[src/scrr_pkg.sv]
// Package for the S-curve reference ramp: payload structs, constants, FSM states.
// No dependencies.
package scrr_pkg;

  localparam int RefFracBits  = 23;
  localparam int StepFracBits = 40;
  localparam int StepShift    = StepFracBits - RefFracBits;
  localparam int CountLimit   = 300000;
  localparam int CountPark    = 400000;

  localparam logic [47:0] StepMax  = 48'h7FFF_FFFF_FFFF;
  localparam logic [23:0] StopSnap = 24'd4194;

  localparam logic [1:0] CfgAccel  = 2'd0;
  localparam logic [1:0] CfgDecel  = 2'd1;
  localparam logic [1:0] CfgScurve = 2'd2;
  localparam logic [1:0] CfgWeight = 2'd3;

  typedef struct packed {
    logic signed [23:0] target_reference;
    logic               drive_on;
    logic               stop_request;
  } in_item_t;

  typedef struct packed {
    logic signed [23:0] output_reference;
    logic               accelerating;
    logic               decelerating;
    logic               reverse_direction;
  } out_item_t;

  // Divider request: floor(num / den), 64-bit unsigned.
  typedef struct packed {
    logic        start;
    logic [63:0] num;
    logic [63:0] den;
  } div_req_t;

  typedef struct packed {
    logic        done;
    logic [63:0] quot;
    logic [63:0] rem;
  } div_rsp_t;

  typedef enum logic [3:0] {
    ST_IDLE,
    ST_SPAN,
    ST_DIV_A,
    ST_MUL_A,
    ST_DIV_AR,
    ST_DIV_D,
    ST_MUL_D,
    ST_DIV_DR,
    ST_SHAPE,
    ST_SHAPE_DIV,
    ST_APPLY,
    ST_OUT
  } state_t;

endpackage

[src/scrr_div.sv]
// Shared restoring divider, one quotient bit per cycle.
// Depends on scrr_pkg.
module scrr_div (
  input  logic               clk,
  input  logic               rst_n,
  input  scrr_pkg::div_req_t req,
  output scrr_pkg::div_rsp_t rsp
);
  import scrr_pkg::*;

  logic [63:0] quot_r, quot_nxt;
  logic [64:0] rem_r, rem_nxt;
  logic [63:0] den_r, den_nxt;
  logic [6:0]  cnt_r, cnt_nxt;
  logic        busy_r, busy_nxt;
  logic        done_r, done_nxt;
  logic [64:0] shifted;
  logic [64:0] diff;

  always_comb begin
    quot_nxt = quot_r;
    rem_nxt  = rem_r;
    den_nxt  = den_r;
    cnt_nxt  = cnt_r;
    busy_nxt = busy_r;
    done_nxt = 1'b0;
    shifted  = {rem_r[63:0], quot_r[63]};
    diff     = shifted - {1'b0, den_r};
    if (req.start) begin
      quot_nxt = req.num;
      rem_nxt  = '0;
      den_nxt  = req.den;
      cnt_nxt  = 7'd0;
      busy_nxt = 1'b1;
    end else if (busy_r) begin
      // shift in next dividend bit, subtract if it fits
      if (!diff[64]) begin
        rem_nxt  = diff;
        quot_nxt = {quot_r[62:0], 1'b1};
      end else begin
        rem_nxt  = shifted;
        quot_nxt = {quot_r[62:0], 1'b0};
      end
      cnt_nxt = cnt_r + 7'd1;
      if (cnt_r == 7'd63) begin
        busy_nxt = 1'b0;
        done_nxt = 1'b1;
      end
    end
  end

  always_ff @(posedge clk) begin
    if (!rst_n) begin
      busy_r <= 1'b0;
      done_r <= 1'b0;
      cnt_r  <= '0;
    end else begin
      busy_r <= busy_nxt;
      done_r <= done_nxt;
      cnt_r  <= cnt_nxt;
    end
    quot_r <= quot_nxt;
    rem_r  <= rem_nxt;
    den_r  <= den_nxt;
  end

  assign rsp.done = done_r;
  assign rsp.quot = quot_r;
  assign rsp.rem  = rem_r[63:0];
endmodule

[config.mk]
export PLATFORM = sky130hd
export DESIGN_NAME = scrr_div
export DESIGN_NICKNAME = d
export VERILOG_FILES = /design/src/scrr_pkg.sv /design/src/scrr_div.sv
export SDC_FILE = /design/constraint.sdc
export NUM_CORES = 1
export LEC_CHECK = 0
export ABC_AREA = 0
export BUFFER_PORTS_ARGS = -buffer_cell sky130_fd_sc_hd__buf_2
export CELL_PAD_IN_SITES_DETAIL_PLACEMENT = 0
export CELL_PAD_IN_SITES_GLOBAL_PLACEMENT = 1
export CORE_ASPECT_RATIO = 1.75
export CORE_MARGIN = 1
export CORE_UTILIZATION = 42
export CTS_CLUSTER_SIZE = 40
export DETAILED_ROUTE_END_ITERATION = 8
export GPL_TIMING_DRIVEN = 0
export PLACE_DENSITY_LB_ADDON = 0.1
export SYNTH_ARGS = -nofsm -noshare
export SYNTH_HDL_FRONTEND = slang
export SYNTH_SLANG_ARGS = --single-unit
export TNS_END_PERCENT = 50
[constraint.sdc]
create_clock -name clk -period 4.7 [get_ports clk]
set_input_delay 0.94 -clock clk [delete_from_list [all_inputs] [get_ports clk]]
set_output_delay 0.94 -clock clk [all_outputs]
set_load 0.01 [all_outputs]
# ---- Yosys cells after proc, flatten, opt, wreduce, memory -nomap -nowiden
# Cells that the tools add are included.
dict set report totals {
  elab_cells 22
  register_bits 201
  input_bits 131
  output_inout_bits 129
}
dict set report classes {
  bitwise_logic 2
  n_addsub 2
  muxes 8
  reduce_logical 3
  n_eq_ne 1
}
# operator count
set ops {}
lappend ops {{$mux 64} 3}
lappend ops {{$sub 65x64->65} 1}
lappend ops {{$add 7x1->7 const B} 1}
lappend ops {{$eq 7x6->1 const B} 1}
lappend ops {{$mux 1} 5}
lappend ops {{$reduce_or 3->1} 1}
lappend ops {{$not 1->1} 2}
lappend ops {{$reduce_bool 2->1} 1}
lappend ops {{$reduce_or 2->1} 1}

# ---- Longest topological paths before layout
dict set report depth {
  word_depth 4
  mapped_depth 16
  mapped_depth_nobuf 13
}

# ---- Worst setup path after synthesis
# OpenSTA, ideal clock, no wires.
dict set report synth_timing {
  kind {register to register}
  startpoint {register quot_r[63]}
  endpoint {register rem_r[60]}
  arrival_ps 3477
  setup_time_ps 86
  t_required_ps 4614
  stages_incl_launch_ff 16
  path_buffers 2
  synth_period_minus_slack_ps 3562
  slack_ps 1138
  path_cell_list {edfxtp_1 -> inv_1 -> ha_1 -> fa_1 -> nand2b_1 -> a21o_1 -> a31o_4 -> o31ai_4 -> a211oi_2 -> nor4_4 -> or2_1 -> buf_4 -> xnor2_1 -> buf_6 -> or4_1 -> a211oi_1}
}
dict set report synth_between {
  elab_chain_cells 2
}
# item line_no
set synth_rtl {}
lappend synth_rtl {{start, declared} scrr_div.sv:11} ;# logic [63:0] quot_r, quot_nxt;
lappend synth_rtl {{start signal, assigned} scrr_div.sv:62} ;# quot_r <= quot_nxt;
lappend synth_rtl {{$sub 65x64->65} scrr_div.sv:28} ;# diff = shifted - {1'b0, den_r};
lappend synth_rtl {{$mux 64} scrr_div.sv:37} ;# if (!diff[64]) begin
lappend synth_rtl {{end signal, assigned} scrr_div.sv:63} ;# rem_r <= rem_nxt;
lappend synth_rtl {{end, declared} scrr_div.sv:12} ;# logic [64:0] rem_r, rem_nxt;
# Every way passes these cells.
# A chain may end at the register's enable or synchronous reset.

# ---- Worst setup path in the final report
dict set report layout_timing {
  startpoint {register quot_r[63]}
  endpoint {register rem_r[46]}
}
# The elaborated chain is that of the path after synthesis.

==> summary.txt <==
STA
  • Worst hold slack across all endpoints: 0.498 ns
  • Number of pins exceeding their max-slew limit in the final report: 0
  • Slew HR: 22.0%
  • Final critical path time including I/O delays and setup: 4.43 ns
  • Highest achievable clock rate: 226 MHz
  • Transition time at the pin with the least slew margin: 1.16 ns
  • Layout Skew: 0.0133 ns
  • Final setup margin: 0.275 ns
  • Final Hold Vio Count: 0
  • Final Setup Violations: 0
  • Setup repair after global routing missed its margin: false
  • Period utilisation layout: 94.2%

Placement
  • Place WS: 0.283 ns
  • Count of input and output buffers: 259
  • RePlAce Congestion: 0.891
  • Post-detail-place hpwl: 27500 microns
  • Cells after DPL: 1873

Power
  • Pwr dens: 383 nW/um^2
  • Worst vdd rail ir drop: 311 uV
  • Static leakage power: 0.00632 uW
  • Total power: 5560 uW

Synthesis
  • Leading cell type by number of instances after synthesis: nand2_1
  • Share of the synthesized area in the top cell type: 32.3%
  • Top cell types by occurrence after synthesis: 163 x nand2_1, 128 x edfxtp_1, 90 x a21oi_1
  • Synthesized area per cell: 9.61 sq um
  • Synthesized net count: 1437
  • Biggest area contributors in the synthesized netlist: edfxtp_1 32%, dfxtp_1 12%, ha_1 6.8%, mux2_2 6.0%, nand2_1 5.1%
  • Synthesized instance count: 1240
  • Top cell type by total area after synthesis: edfxtp_1
  • Yosys warning total: 0
  • Synthesis-stage register bit count: 201
  • Share of flip-flops with an asynchronous set or reset after synthesis: 0%
  • Portion of the post-synthesis area used by sequential elements: 44.5%
  • Cell Area, Synth: 11900 sq um
  • Netlist cell types: 71
  • Most common flop cell mapped by yosys: edfxtp_1
  • Count of flip-flops with a built-in enable after synthesis: 128

Drt
  • Antenna viol nets, final: 0
  • Iteration-0 DRC Markers: 561
  • DR vias: 10400
  • Residual DRC: 0
  • 1st-pass router iterations: 5
  • Vias per Instance: 5.42
  • Detail-routed net length per standard cell: 18.6 microns
  • Final WL: 35600 microns

Clock network
  • Depth of the CTS H-tree: 1
  • Hold buffers post-CTS: 0
  • Resized Gates After CTS: 0
  • Clk sink count: 201
  • Post-CTS Setup Bufs: 0
  • Clock slew at reported path FFs: 0.07 ns
  • Clock tree from TritonCTS: done
  • Number of buffers between clock root and the deepest sink: 3
  • Source-to-sink clock delay at the later pin of the worst-skew pair: 0.53 ns
  • Root buffer cell: clkbuf_16
  • Number of buffers created by CTS: 22

Setup path
  • Path type of the worst setup path: flop to flop
  • Endpoint of the worst setup timing path: rem_r[46]$_SDFFE_PP0P_
  • Worst Path Required: 5.13 ns
  • Critical path arrival: 4.86 ns
  • Worst setup slack for register-to-register paths: 0.27 ns
  • CP Launch Type: flop
  • Number of cells on the worst reg-to-reg path: 15
  • Element type at the critical path end: flop
  • Beginning of the critical path: quot_r[63]$_DFFE_PP_
  • Startpoint of the most critical register-to-register path: quot_r[63]$_DFFE_PP_
  • Endpoint of the most critical register-to-register path: rem_r[46]$_SDFFE_PP0P_
  • Highest fanout seen on the critical path: 10

Run status
  • Run status: finished, final reports clean

Global routing
  • Via count of the first global-routing pass: 10700
  • Final global-route overflow total: 0
  • Pin count of the biggest net entering global routing: 68
  • Global-route wire length before repair: 54900 microns
  • Initial antenna violation count: 0
  • Global-route total usage across every layer: 24.5%

Job
  • Reported max-cap violation count: 0

Floorplanning
  • Die span in x: 129 microns
  • Count of standard-cell rows: 81
  • Area of the die: 29100 sq um
  • Io pins: 260
  • Die extent in y: 225 microns
  • Effective utilization at floorplan: 42.8%
  • Core outline area: 27900 sq um

Min path
  • Worst min-delay path class: flop to flop
  • Start point of the worst min-delay path: cnt_r[5]$_SDFFE_PP0P_

Final layout
  • Layout cell share with drive strength beyond 1: 25.3%
  • Count of non-filler cells in the finished layout: 1913
  • Final antenna diode count: 0
  • Layout area overhead: 21.9%
  • Final net count: 1721
  • Final standard cell utilization of the core: 52.1%
-- power by group --
part           internal, uW  switching [uW]  leakage, uW
clock                  1230             766     0.000400
combinational           546             858      0.00405
sequential             2050             103      0.00187
-- critical path: stages, from the launching register on --
cell	delay [ns]
edfxtp_1	0.38
inv_1	0.06
ha_1	0.22
fa_1	0.40
nand2b_1	0.18
a21o_1	0.20
a31o_4	0.26
o31ai_4	0.36
a211oi_2	0.18
nor4_4	0.35
nor2_1	0.14
xnor2_1	0.44
buf_2	0.41
buf_2	0.36
nand2_1	0.10
a311oi_1	0.28
-- sequential cells by signal, summed over array words and instances (netlist names) --
| signal | flops |
|---|---|
| done_r | 1 |
| busy_r | 1 |
| quot_r | 64 |
| cnt_r | 7 |
| rem_r | 64 |
| den_r | 64 |
-- how the worst min path moves through the flow --
stage	cells after the start	endpoint
6_report	2	cnt_r[5]$_SDFFE_PP0P_
3_3_place_gp	2	cnt_r[6]$_SDFFE_PP0P_
2_1_floorplan	2	cnt_r[6]$_SDFFE_PP0P_
3_5_place_dp	2	cnt_r[5]$_SDFFE_PP0P_
4_1_cts	2	cnt_r[5]$_SDFFE_PP0P_
5_1_grt	2	cnt_r[5]$_SDFFE_PP0P_
-- area by class of cell --
type                            count  area, sq um
Buffer                             66          279
Clock buffer                       25          583
Clock inverter                     15          245
Fill cell                        2675        13300
Inverter                           88          330
Multi-Input combinational cell    885         6000
Sequential cell                   201         5310
Tap cell                          373          467
Timing Repair Buffer              260         1320
-- metal layers --
metal / up-vias / part of all wire (%) / track usage [%]
li1: 5091 / - / -
met1: 4932 / 37 / 25.2
met2: 281 / 54 / 46.8
met3: 72 / 4.9 / 4.12
met4: 0 / 4.1 / 11.4
met5: - / 0 / 0
-- metrics by stage --
step	area (sq um)	TNS (ns)
after floorplan	11900	0
after global placement	13700	-67.30
after detailed placement	13700	0
after CTS	14500	0
after global routing	14500	0
final	14500	0
-- cell usage in the layout, fill, tap and decap left out, types with 57 or more instances in the layout --
master	n
buf_2	270
nand2_1	163
edfxtp_1	128
a21oi_1	90
inv_1	87
nor2_1	87
dfxtp_1	73
ha_1	65
mux2_2	63
o21ai_0	57
-- cell families (layout without fill, tap and decap cells) --
logic type,count (synthesis),after routing,synth area share (%)
xor gates and xnor gates,61,61,4.48
DFF,201,201,44.5
muxes,74,74,6.88
buffers and inverters,154,454,5.11
and+or+nand+nor,375,375,14.6
adders and majority gates,66,66,6.99
AOI/OAI and AO/OA,309,309,17.4
No activity file was read; power rests on OpenSTA's default activity.
